==> src/hdl/brge_pkg.sv <==
`timescale 1ns / 1ps

package brge_pkg;

    // Widths sized for the largest supported block of sixteen words.
    localparam int NW_W   = 5;    // word count in a block, 0..16
    localparam int NB_W   = 11;   // bit count in a block, 0..1024
    localparam int GS_W   = 12;   // summed gamma length of one block
    localparam int ADDR_W = 4;    // word address inside one bank

    localparam logic [2:0] STYLE_GAMMA0 = 3'd0;
    localparam logic [2:0] STYLE_GAMMA1 = 3'd1;
    localparam logic [2:0] STYLE_PLAIN  = 3'd2;
    localparam logic [2:0] STYLE_ALL0   = 3'd3;
    localparam logic [2:0] STYLE_ALL1   = 3'd4;

    localparam logic [7:0] CFG_BLOCK_WORDS  = 8'd0;
    localparam logic [7:0] CFG_PLAIN_MARGIN = 8'd1;

    // Description of one closed block, passed from the front to the back.
    typedef struct packed {
        logic [NW_W-1:0] nwords;
        logic [NB_W-1:0] nbits;
        logic [6:0]      take;
        logic            fin;
    } desc_t;

    // Write into the block buffer.
    typedef struct packed {
        logic              en;
        logic              bank;
        logic [ADDR_W-1:0] addr;
        logic [63:0]       data;
    } memwr_t;

    // One result item.
    typedef struct packed {
        logic        style_valid;
        logic [2:0]  style_code;
        logic        word_valid;
        logic [63:0] packed_word;
        logic        stream_end;
    } result_t;

endpackage

==> src/hdl/brge_front.sv <==
`timescale 1ns / 1ps

module brge_front #(
    parameter int MAX_BLOCK_WORDS = 16
) (
    input  logic                  aclk,
    input  logic                  aresetn,
    input  logic                  in_valid,
    output logic                  in_ready,
    input  logic [63:0]           in_word,
    input  logic [6:0]            in_vbits,
    input  logic                  in_fin,
    input  logic [4:0]            block_words,
    input  logic                  bank_free,
    output brge_pkg::memwr_t      mem_wr,
    output logic                  q_push,
    output brge_pkg::desc_t       q_desc
);

    localparam logic [brge_pkg::NW_W-1:0] MAXW = brge_pkg::NW_W'(MAX_BLOCK_WORDS);

    logic [brge_pkg::NW_W-1:0] words_reg, words_next;
    logic [brge_pkg::NB_W-1:0] bits_reg, bits_next;
    logic                      bank_reg, bank_next;

    logic [brge_pkg::NW_W-1:0] eff;
    logic [6:0]                take;
    logic [brge_pkg::NW_W-1:0] wcount;
    logic [brge_pkg::NB_W-1:0] bcount;
    logic                      accept, close;

    assign in_ready = bank_free;
    assign accept   = in_valid && in_ready;

    always_comb begin
        if (block_words == '0) begin
            eff = brge_pkg::NW_W'(1);
        end else if (block_words > MAXW) begin
            eff = MAXW;
        end else begin
            eff = block_words;
        end
        take = (in_fin && in_vbits >= 7'd1 && in_vbits < 7'd64) ? in_vbits : 7'd64;
        wcount = words_reg + brge_pkg::NW_W'(1);
        bcount = bits_reg + brge_pkg::NB_W'(take);
        close  = in_fin || (wcount >= eff);

        mem_wr.en   = accept;
        mem_wr.bank = bank_reg;
        mem_wr.addr = words_reg[brge_pkg::ADDR_W-1:0];
        // Keep only the leading take bits; the rest never reach the stream.
        mem_wr.data = in_word & ~({64{1'b1}} >> take);

        q_push        = accept && close;
        q_desc.nwords = wcount;
        q_desc.nbits  = bcount;
        q_desc.take   = take;
        q_desc.fin    = in_fin;

        words_next = words_reg;
        bits_next  = bits_reg;
        bank_next  = bank_reg;
        if (accept) begin
            if (close) begin
                words_next = '0;
                bits_next  = '0;
                bank_next  = !bank_reg;
            end else begin
                words_next = wcount;
                bits_next  = bcount;
            end
        end
    end

    always_ff @(posedge aclk) begin
        if (!aresetn) begin
            words_reg <= '0;
            bits_reg  <= '0;
            bank_reg  <= 1'b0;
        end else begin
            words_reg <= words_next;
            bits_reg  <= bits_next;
            bank_reg  <= bank_next;
        end
    end

endmodule

==> src/hdl/brge_queue.sv <==
`timescale 1ns / 1ps

module brge_queue (
    input  logic            aclk,
    input  logic            aresetn,
    input  logic            push,
    input  brge_pkg::desc_t push_desc,
    input  logic            pop,
    output logic            head_valid,
    output brge_pkg::desc_t head_desc
);

    brge_pkg::desc_t slot_reg [2];
    logic            wp_reg, wp_next, rp_reg, rp_next;
    logic [1:0]      cnt_reg, cnt_next;

    always_comb begin
        head_valid = (cnt_reg != 2'd0);
        head_desc  = slot_reg[rp_reg];
        wp_next    = push ? !wp_reg : wp_reg;
        rp_next    = pop ? !rp_reg : rp_reg;
        cnt_next   = cnt_reg + 2'(push) - 2'(pop);
    end

    always_ff @(posedge aclk) begin
        if (push) begin
            slot_reg[wp_reg] <= push_desc;
        end
    end

    always_ff @(posedge aclk) begin
        if (!aresetn) begin
            wp_reg  <= 1'b0;
            rp_reg  <= 1'b0;
            cnt_reg <= 2'd0;
        end else begin
            wp_reg  <= wp_next;
            rp_reg  <= rp_next;
            cnt_reg <= cnt_next;
        end
    end

endmodule

==> src/hdl/brge_back.sv <==
`timescale 1ns / 1ps

module brge_back #(
    parameter int MAX_BLOCK_WORDS = 16
) (
    input  logic              aclk,
    input  logic              aresetn,
    input  brge_pkg::memwr_t  mem_wr,
    input  logic              q_valid,
    input  brge_pkg::desc_t   q_desc,
    output logic              q_pop,
    output logic              blk_done,
    input  logic [7:0]        plain_margin,
    output logic              out_valid,
    input  logic              out_ready,
    output brge_pkg::result_t out_res
);

    localparam int AW    = (MAX_BLOCK_WORDS > 1) ? $clog2(MAX_BLOCK_WORDS) : 1;
    localparam int DEPTH = 2 ** (AW + 1);

    typedef enum logic [5:0] {
        S_IDLE = 6'b000001,
        S_RD   = 6'b000010,
        S_SCAN = 6'b000100,
        S_STY  = 6'b001000,
        S_PLN  = 6'b010000,
        S_END  = 6'b100000
    } state_t;

    typedef struct packed {
        logic        emit;
        logic [63:0] word;
        logic [63:0] preg;
        logic [6:0]  fill;
    } pack_t;

    logic [63:0] mem [DEPTH];
    logic [63:0] rdata_reg;

    state_t                        state_reg, state_next;
    brge_pkg::desc_t               d_reg, d_next;
    logic                          bank_reg, bank_next;
    logic                          emit_reg, emit_next;
    logic                          plain_reg, plain_next;
    logic [brge_pkg::NW_W-1:0]     widx_reg, widx_next;
    logic [6:0]                    pos_reg, pos_next;
    logic [brge_pkg::NB_W-1:0]     left_reg, left_next;
    logic [brge_pkg::NB_W-1:0]     run_reg, run_next;
    logic                          runb_reg, runb_next;
    logic                          first_reg, first_next;
    logic                          have_reg, have_next;
    logic                          many_reg, many_next;
    logic [brge_pkg::GS_W-1:0]     gsum_reg, gsum_next;
    logic [63:0]                   pack_reg, pack_next;
    logic [6:0]                    fill_reg, fill_next;
    logic                          hold_v_reg, hold_v_next;
    brge_pkg::result_t             hold_reg, hold_next;
    logic                          outv_reg, outv_next;
    brge_pkg::result_t             outr_reg, outr_next;

    logic              can_push, push_en;
    brge_pkg::result_t res_new;
    logic [63:0]       x;
    logic [6:0]        lz, room, avail, cnt;
    logic              brk, fin_blk, close, go;
    logic [brge_pkg::NB_W-1:0] r_close;
    logic [3:0]        blen;
    logic [63:0]       pk_val;
    logic [6:0]        pk_len;
    pack_t             pk;
    logic [6:0]        plen;
    logic              last_word;
    logic [2:0]        style;
    logic [12:0]       thr_lhs;
    logic [12:0]       thr_rhs;

    // Length of the run of equal bits that opens a word.
    function automatic logic [6:0] lead_len(input logic [63:0] v);
        logic [63:0] d;
        logic [6:0]  n;
        logic        stop;
        d    = v ^ {64{v[63]}};
        n    = 7'd0;
        stop = 1'b0;
        for (int i = 63; i >= 0; i--) begin
            if (!stop && !d[i]) begin
                n = n + 7'd1;
            end else begin
                stop = 1'b1;
            end
        end
        return n;
    endfunction

    function automatic logic [3:0] bit_len(input logic [brge_pkg::NB_W-1:0] v);
        logic [3:0] n;
        n = 4'd0;
        for (int i = 0; i < brge_pkg::NB_W; i++) begin
            if (v[i]) begin
                n = 4'(i + 1);
            end
        end
        return n;
    endfunction

    function automatic pack_t pack_bits(input logic [63:0] preg, input logic [6:0] fill,
                                        input logic [63:0] val, input logic [6:0] len);
        pack_t       p;
        logic [63:0] v;
        logic [6:0]  freeb, over, nfill;
        v     = val & ~({64{1'b1}} << len);
        if (len == 7'd64) begin
            v = val;
        end
        freeb = 7'd64 - fill;
        p.emit = 1'b0;
        p.word = '0;
        if (len <= freeb) begin
            p.preg = preg | (v << (freeb - len));
            nfill  = fill + len;
            p.fill = nfill;
            if (nfill == 7'd64) begin
                p.emit = 1'b1;
                p.word = p.preg;
                p.preg = '0;
                p.fill = 7'd0;
            end
        end else begin
            over   = len - freeb;
            p.emit = 1'b1;
            p.word = preg | (v >> over);
            p.preg = v << (7'd64 - over);
            p.fill = over;
        end
        return p;
    endfunction

    always_ff @(posedge aclk) begin
        if (mem_wr.en) begin
            mem[{mem_wr.bank, mem_wr.addr[AW-1:0]}] <= mem_wr.data;
        end
        rdata_reg <= mem[{bank_reg, widx_reg[AW-1:0]}];
    end

    assign can_push  = !hold_v_reg || !outv_reg || out_ready;
    assign out_valid = outv_reg;
    assign out_res   = outr_reg;

    always_comb begin
        // Run scan over the current word.
        x       = rdata_reg << pos_reg[5:0];
        lz      = lead_len(x);
        room    = 7'd64 - pos_reg;
        avail   = (left_reg < brge_pkg::NB_W'(room)) ? left_reg[6:0] : room;
        cnt     = (lz < avail) ? lz : avail;
        brk     = (run_reg != '0) && (x[63] != runb_reg);
        r_close = brk ? run_reg : run_reg + brge_pkg::NB_W'(cnt);
        fin_blk = !brk && (left_reg == brge_pkg::NB_W'(cnt));
        close   = brk || fin_blk;
        blen    = bit_len(r_close);

        last_word = (widx_reg + brge_pkg::NW_W'(1) == d_reg.nwords);
        plen      = (d_reg.fin && last_word) ? d_reg.take : 7'd64;

        if (state_reg == S_PLN) begin
            pk_val = rdata_reg >> (7'd64 - plen);
            pk_len = plen;
        end else begin
            // Gamma code: zeros then the run length, one field of 2L-1 bits.
            pk_val = 64'(r_close);
            pk_len = 7'({blen, 1'b0}) - 7'd1;
        end
        pk = pack_bits(pack_reg, fill_reg, pk_val, pk_len);

        thr_lhs = 13'(gsum_reg) + 13'(plain_margin);
        thr_rhs = 13'({d_reg.nwords, 6'b0});
        if (!many_reg) begin
            style = first_reg ? brge_pkg::STYLE_ALL1 : brge_pkg::STYLE_ALL0;
        end else if (d_reg.fin || thr_lhs >= thr_rhs) begin
            style = brge_pkg::STYLE_PLAIN;
        end else begin
            style = first_reg ? brge_pkg::STYLE_GAMMA1 : brge_pkg::STYLE_GAMMA0;
        end

        state_next = state_reg;
        d_next     = d_reg;
        bank_next  = bank_reg;
        emit_next  = emit_reg;
        plain_next = plain_reg;
        widx_next  = widx_reg;
        pos_next   = pos_reg;
        left_next  = left_reg;
        run_next   = run_reg;
        runb_next  = runb_reg;
        first_next = first_reg;
        have_next  = have_reg;
        many_next  = many_reg;
        gsum_next  = gsum_reg;
        pack_next  = pack_reg;
        fill_next  = fill_reg;
        q_pop      = 1'b0;
        blk_done   = 1'b0;
        push_en    = 1'b0;
        res_new    = '0;
        go         = 1'b0;
        hold_next  = hold_reg;

        unique case (state_reg)
            S_IDLE: begin
                if (q_valid) begin
                    q_pop      = 1'b1;
                    d_next     = q_desc;
                    emit_next  = 1'b0;
                    plain_next = 1'b0;
                    widx_next  = '0;
                    pos_next   = 7'd0;
                    left_next  = q_desc.nbits;
                    run_next   = '0;
                    have_next  = 1'b0;
                    many_next  = 1'b0;
                    gsum_next  = '0;
                    state_next = S_RD;
                end
            end
            S_RD: begin
                state_next = plain_reg ? S_PLN : S_SCAN;
            end
            S_SCAN: begin
                go = !(emit_reg && close) || can_push;
                if (go) begin
                    if (brk) begin
                        run_next = '0;
                    end else begin
                        if (!emit_reg && !have_reg && run_reg == '0) begin
                            first_next = x[63];
                        end
                        run_next  = fin_blk ? '0 : run_reg + brge_pkg::NB_W'(cnt);
                        runb_next = x[63];
                        pos_next  = pos_reg + cnt;
                        left_next = left_reg - brge_pkg::NB_W'(cnt);
                        if (!fin_blk && pos_reg + cnt == 7'd64) begin
                            widx_next  = widx_reg + brge_pkg::NW_W'(1);
                            pos_next   = 7'd0;
                            state_next = S_RD;
                        end
                    end
                    if (close) begin
                        if (emit_reg) begin
                            pack_next = pk.preg;
                            fill_next = pk.fill;
                            if (pk.emit) begin
                                push_en             = 1'b1;
                                res_new.word_valid  = 1'b1;
                                res_new.packed_word = pk.word;
                            end
                        end else begin
                            gsum_next = gsum_reg + brge_pkg::GS_W'(pk_len);
                            have_next = 1'b1;
                            many_next = have_reg;
                        end
                    end
                    if (fin_blk) begin
                        state_next = emit_reg ? S_END : S_STY;
                    end
                end
            end
            S_STY: begin
                if (can_push) begin
                    push_en             = 1'b1;
                    res_new.style_valid = 1'b1;
                    res_new.style_code  = style;
                    widx_next           = '0;
                    pos_next            = 7'd0;
                    left_next           = d_reg.nbits;
                    run_next            = '0;
                    if (style == brge_pkg::STYLE_PLAIN) begin
                        plain_next = 1'b1;
                        state_next = S_RD;
                    end else if (style == brge_pkg::STYLE_GAMMA0 ||
                                 style == brge_pkg::STYLE_GAMMA1) begin
                        emit_next  = 1'b1;
                        state_next = S_RD;
                    end else begin
                        state_next = S_END;
                    end
                end
            end
            S_PLN: begin
                if (can_push) begin
                    pack_next = pk.preg;
                    fill_next = pk.fill;
                    if (pk.emit) begin
                        push_en             = 1'b1;
                        res_new.word_valid  = 1'b1;
                        res_new.packed_word = pk.word;
                    end
                    if (last_word) begin
                        state_next = S_END;
                    end else begin
                        widx_next  = widx_reg + brge_pkg::NW_W'(1);
                        state_next = S_RD;
                    end
                end
            end
            S_END: begin
                if (!d_reg.fin) begin
                    blk_done   = 1'b1;
                    bank_next  = !bank_reg;
                    state_next = S_IDLE;
                end else if (fill_reg == 7'd0) begin
                    // The pending result is the last of the bitmap.
                    hold_next.stream_end = 1'b1;
                    pack_next  = '0;
                    blk_done   = 1'b1;
                    bank_next  = !bank_reg;
                    state_next = S_IDLE;
                end else if (can_push) begin
                    push_en             = 1'b1;
                    res_new.word_valid  = 1'b1;
                    res_new.packed_word = pack_reg;
                    res_new.stream_end  = 1'b1;
                    pack_next  = '0;
                    fill_next  = 7'd0;
                    blk_done   = 1'b1;
                    bank_next  = !bank_reg;
                    state_next = S_IDLE;
                end
            end
            default: begin
                state_next = S_IDLE;
            end
        endcase

        // Results wait one place in the hold stage so that the end mark can
        // still be set on the last one.
        outv_next   = outv_reg && !out_ready;
        outr_next   = outr_reg;
        hold_v_next = hold_v_reg;
        if (push_en) begin
            if (hold_v_reg) begin
                outv_next = 1'b1;
                outr_next = hold_reg;
            end
            hold_next   = res_new;
            hold_v_next = 1'b1;
        end else if (state_reg == S_IDLE && hold_v_reg && (!outv_reg || out_ready)) begin
            outv_next   = 1'b1;
            outr_next   = hold_reg;
            hold_v_next = 1'b0;
        end
    end

    always_ff @(posedge aclk) begin
        d_reg     <= d_next;
        widx_reg  <= widx_next;
        pos_reg   <= pos_next;
        left_reg  <= left_next;
        run_reg   <= run_next;
        runb_reg  <= runb_next;
        first_reg <= first_next;
        gsum_reg  <= gsum_next;
        hold_reg  <= hold_next;
        outr_reg  <= outr_next;
        emit_reg  <= emit_next;
        plain_reg <= plain_next;
        have_reg  <= have_next;
        many_reg  <= many_next;
    end

    always_ff @(posedge aclk) begin
        if (!aresetn) begin
            state_reg  <= S_IDLE;
            bank_reg   <= 1'b0;
            pack_reg   <= '0;
            fill_reg   <= 7'd0;
            hold_v_reg <= 1'b0;
            outv_reg   <= 1'b0;
        end else begin
            state_reg  <= state_next;
            bank_reg   <= bank_next;
            pack_reg   <= pack_next;
            fill_reg   <= fill_next;
            hold_v_reg <= hold_v_next;
            outv_reg   <= outv_next;
        end
    end

endmodule

==> src/hdl/block_rl_gamma_bitmap_encoder.sv <==
`timescale 1ns / 1ps

// Block run-length / Elias-gamma bitmap encoder. Bitmap words enter MSB first and are
// gathered into blocks of block_words words; each closed block yields one style item
// (all zeros, all ones, plain, or gamma coded with first bit 0 or 1) followed by the
// packed 64-bit stream words it completes, and the final block also flushes the partial
// word, with m_tlast on the very last item. The front takes one word per cycle into one
// of two block banks, so a whole block is accepted back to back while the previous
// block is still being coded. The back first walks each block with a leading-run
// detector to choose the style, fetching each word from the bank memory, scanning
// it run segment by run segment and closing a run that ends before the block does.
// A gamma block is then walked again the same way to emit its codes and a plain block
// is read again word by word; all-zero and all-one blocks need no second walk. So
// throughput depends on the run count, and input stalls only when both banks hold
// blocks still waiting for the back.
// Configuration writes are always ready and must only be made while the block is idle.

module block_rl_gamma_bitmap_encoder #(
    parameter int MAX_BLOCK_WORDS = 16
) (
    input  logic        aclk,
    input  logic        aresetn,
    input  logic        s_tvalid,
    output logic        s_tready,
    input  logic [71:0] s_tdata,   // [63:0] bitmap_word, [70:64] valid_bits, [71] zero
    input  logic        s_tlast,   // final_word
    output logic        m_tvalid,
    input  logic        m_tready,
    output logic [71:0] m_tdata,   // [2:0] style_code, [66:3] packed_word, [71:67] zero
    output logic [1:0]  m_tuser,   // [0] style_valid, [1] word_valid
    output logic        m_tlast,   // stream_end
    input  logic        cfg_valid,
    output logic        cfg_ready,
    input  logic [7:0]  cfg_index,
    input  logic [7:0]  cfg_data
);

    logic [4:0]        block_words_reg;
    logic [7:0]        plain_margin_reg;
    logic [1:0]        blocks_reg, blocks_next;

    brge_pkg::memwr_t  mem_wr;
    logic              q_push, q_pop, q_valid, blk_done;
    brge_pkg::desc_t   push_desc, head_desc;
    brge_pkg::result_t res;

    // Registers are always writable; a write to an unknown index is dropped.
    assign cfg_ready = 1'b1;

    always_ff @(posedge aclk) begin
        if (!aresetn) begin
            block_words_reg  <= 5'd4;
            plain_margin_reg <= 8'd20;
        end else if (cfg_valid && cfg_ready) begin
            if (cfg_index == brge_pkg::CFG_BLOCK_WORDS) begin
                block_words_reg <= cfg_data[4:0];
            end else if (cfg_index == brge_pkg::CFG_PLAIN_MARGIN) begin
                plain_margin_reg <= cfg_data;
            end
        end
    end

    // Count of closed blocks whose bank the back still owns.
    always_comb begin
        blocks_next = blocks_reg + 2'(q_push) - 2'(blk_done);
    end

    always_ff @(posedge aclk) begin
        if (!aresetn) begin
            blocks_reg <= 2'd0;
        end else begin
            blocks_reg <= blocks_next;
        end
    end

    brge_front #(
        .MAX_BLOCK_WORDS(MAX_BLOCK_WORDS)
    ) u_front (
        .aclk        (aclk),
        .aresetn     (aresetn),
        .in_valid    (s_tvalid),
        .in_ready    (s_tready),
        .in_word     (s_tdata[63:0]),
        .in_vbits    (s_tdata[70:64]),
        .in_fin      (s_tlast),
        .block_words (block_words_reg),
        .bank_free   (blocks_reg < 2'd2),
        .mem_wr      (mem_wr),
        .q_push      (q_push),
        .q_desc      (push_desc)
    );

    brge_queue u_queue (
        .aclk       (aclk),
        .aresetn    (aresetn),
        .push       (q_push),
        .push_desc  (push_desc),
        .pop        (q_pop),
        .head_valid (q_valid),
        .head_desc  (head_desc)
    );

    brge_back #(
        .MAX_BLOCK_WORDS(MAX_BLOCK_WORDS)
    ) u_back (
        .aclk         (aclk),
        .aresetn      (aresetn),
        .mem_wr       (mem_wr),
        .q_valid      (q_valid),
        .q_desc       (head_desc),
        .q_pop        (q_pop),
        .blk_done     (blk_done),
        .plain_margin (plain_margin_reg),
        .out_valid    (m_tvalid),
        .out_ready    (m_tready),
        .out_res      (res)
    );

    assign m_tdata = {5'd0, res.packed_word, res.style_code};
    assign m_tuser = {res.word_valid, res.style_valid};
    assign m_tlast = res.stream_end;

endmodule

==> config.mk <==
export PLATFORM = sky130hd
export DESIGN_NAME = block_rl_gamma_bitmap_encoder
export DESIGN_NICKNAME = d
export VERILOG_FILES = /design/src/hdl/brge_pkg.sv /design/src/hdl/brge_front.sv /design/src/hdl/brge_queue.sv /design/src/hdl/brge_back.sv /design/src/hdl/block_rl_gamma_bitmap_encoder.sv
export SDC_FILE = /design/constraint.sdc
export NUM_CORES = 2
export LEC_CHECK = 0
export BUFFER_PORTS_ARGS = -buffer_cell sky130_fd_sc_hd__buf_4
export CAP_MARGIN = 20
export CORE_ASPECT_RATIO = 1.25
export CORE_MARGIN = 4
export CORE_UTILIZATION = 36
export CTS_CLUSTER_DIAMETER = 200
export CTS_CLUSTER_SIZE = 28
export DETAILED_ROUTE_END_ITERATION = 16
export HOLD_SLACK_MARGIN = 0.12
export SLEW_MARGIN = 20
export SYNTH_ARGS = -nofsm -noshare
export SYNTH_HDL_FRONTEND = slang
export SYNTH_HIERARCHICAL = 1
export SYNTH_SLANG_ARGS = --single-unit
export TNS_END_PERCENT = 50
==> constraint.sdc <==
create_clock -name aclk -period 75.2 [get_ports aclk]
set_input_delay 11.28 -clock aclk [delete_from_list [all_inputs] [get_ports aclk]]
set_output_delay 11.28 -clock aclk [all_outputs]
set_load 0.01 [all_outputs]
==> qor.yml <==
reg2regPathDepth: 231
synth_top_area_cell: "edfxtp_1"
synth.most_common_cell: "edfxtp_1"
ys_top_cells_by_count: "edfxtp_1, nor2_1, nand2_1"
cts_sinks: 2493
drtIter0Drc: 9695
port_buffers: 164
yosys_register_bits: 2493
synth_area_leaders: "edfxtp_1, mux4_2, mux2i_1"
route.detailed.drc: 0
drive_above_1_share: 0.1814
max_freq_mhz: 18.06
cp-end-kind: "register"
drt_wl_total_um: 425000
cts_buffers: 103
cp_max_fo: 63
grt_setup_unrepaired: "no"
min-delay-start: "u_back/hold_reg[32]"
synth_top_area_frac: 0.5347
wl_per_cell_um: 29.73
drv_cap: 0
grt_pass1_wl_um: 608500
reg2reg_slack_ns: 19.84
timing.rr.end: "u_back/out_res[13]"
cts.clk_slew.worst_paths_ns: 0.12
syn_area_mm2: 0.1298
min_to: "u_back/out_res[32]"
grt-ovfl-total: 0
ys_types: 131
cp_common_cell: "ha_1"
largest_reg_flops: 2048
finalClockSkew_ns: 0.06212
core_area_mm2: 0.3592
slew_violations: 0
viasPerCell: 5.962
htree_levels: 3
critical_path_required_ns: 75.73
grt_use_total: 0.2218
status: "completed"
die_h_um: 679.4
crit_family: "adder cells"
grt_max_degree: 150
critPathSlowestCell: "edfxtp_1"
fin_crit_ns: 55.36
max-slew-margin-rel: 0.1364
dp_hpwl_um: 287200
crit_path_max_incr_delay_ns: 0.95
antenna_found_initial: 21
cts_hold_buf: 0
gp_congestion: 0.9802
criticalPathCategory: "reg -> reg"
setup.worst_path.start_class: "register"
row_count: 246
nets: 9788
cp_num_buf_inv: 18
fin_crit_sh: 0.7361
netlist_instances: 9629
crit_arrival_ns: 55.89
ys_warn_count: 6
post_cts_buffers: 0
setup_tns_ns: 0
hold_viol: 0
whs_path_depth: 0
synth_flop_cell: "edfxtp_1"
dr.pass1.iters: 6
cts_resized: 0
async_flop_share: 0
setup_viol: 0
hold_path_class: "reg -> reg"
tightestPinTransition_ns: 1.284
cts_tree: "done"
grt_pass1_vias: 84100
insertion_delay_ns: 0.89
cts_buffer_depth: 4
cts-root-buf: "clkbuf_16"
ios: 172
synth-seq-area-share: 0.5627
r2r_start: "u_back/pos_reg[1]"
synth-edff-count: 2312
start_util: 0.3614
die_x_um: 545.1
syn2layout_area_growth_pct: 7.847
fill_cells: 33200
dieArea_mm2: 0.3704
ant_nets: 0
num_vias: 85230
syn_avg_cell_area_um2: 13.48
## metal layers
layer	global-route usage	share of wire	vias to the layer above
li1	-	-	37090
met1	0.2766	0.38	43920
met2	0.3895	0.50	3420
met3	0.02391	0.060	796
met4	0.09792	0.053	10
met5	0	0.00015	-
## worst max path at each step
stage	startpoint	endpoint	slack (ns)	cells past startpoint
floorplan	u_back/pos_reg[1]	u_back/out_res[0]	27.80	234
global placement	u_back/pos_reg[1]	u_back/pack_reg[13]	20.37	231
detailed placement	u_back/pos_reg[1]	u_back/out_res[16]	20.27	230
CTS	u_back/pos_reg[1]	u_back/out_res[13]	19.94	230
global route	u_back/pos_reg[1]	u_back/out_res[32]	15.96	231
finish	u_back/pos_reg[1]	u_back/out_res[13]	19.84	231
## placed cells by master (no fill, tap or decap), drive strengths merged, types with 30 or more instances in the layout
cell type and instances:
ha 150, nand2 789, nand4 30, xnor2 192, o21a 57, a22o 54
nand3 178, nor2 823, a21boi 36, mux2 203, a21o 60, nand2b 52
clkbuf 141, dfxtp 181, o21ai 447, inv 158, o211ai 69, nor2b 66
or2 48, and2 134, mux2i 577, edfxtp 2312, a22oi 117, mux4 724
a21oi 529, or3 41, o22ai 109, a31oi 65, nor4 36, and3 63
xor2 88, nor3 126, buf 429, a211oi 92
## layout make-up
class	count	area, um^2	share of cell area
Sequential cell	2493	73050	0.5217
Multi-Input combinational cell	6347	54300	0.3878
Tap cell	4712	5896	0.04211
Timing Repair Buffer	429	3337	0.02383
Clock buffer	141	2730	0.01950
Inverter	161	604.3	0.004316
Clock inverter	5	80.08	0.0005719
Antenna cell	9	22.52	0.0001608
## through the flow
| stage | area, um^2 | util | hold slack, ns | setup WS (ns) | instances |
|---|---|---|---|---|---|
| floorplan | 129800 | - | 0.4003 | 27.80 | 9633 |
| global placement | 137000 | 0.3814 | 0.4034 | 20.37 | 14140 |
| detailed placement | 137100 | 0.3816 | 0.4045 | 20.27 | 14140 |
| CTS | 139900 | 0.3894 | 0.4299 | 19.94 | 14280 |
| global route | 140000 | 0.3898 | 0.4342 | 15.96 | 14290 |
| finish | 140000 | 0.3898 | 0.4277 | 19.84 | 14300 |
## cells by family after synthesis
logic type	after synthesis	share of synthesized area
other cells	2	0.00005784
mux	1504	0.1885
xor+xnor	301	0.02542
fa+ha+maj	174	0.01700
compound gates	1890	0.09279
simple gates	2472	0.08799
flops	2493	0.5627
buf+inv	793	0.02562
Power is not shown: default switching activity piles up to over one toggle a cycle in this logic, so the estimate is an artifact.
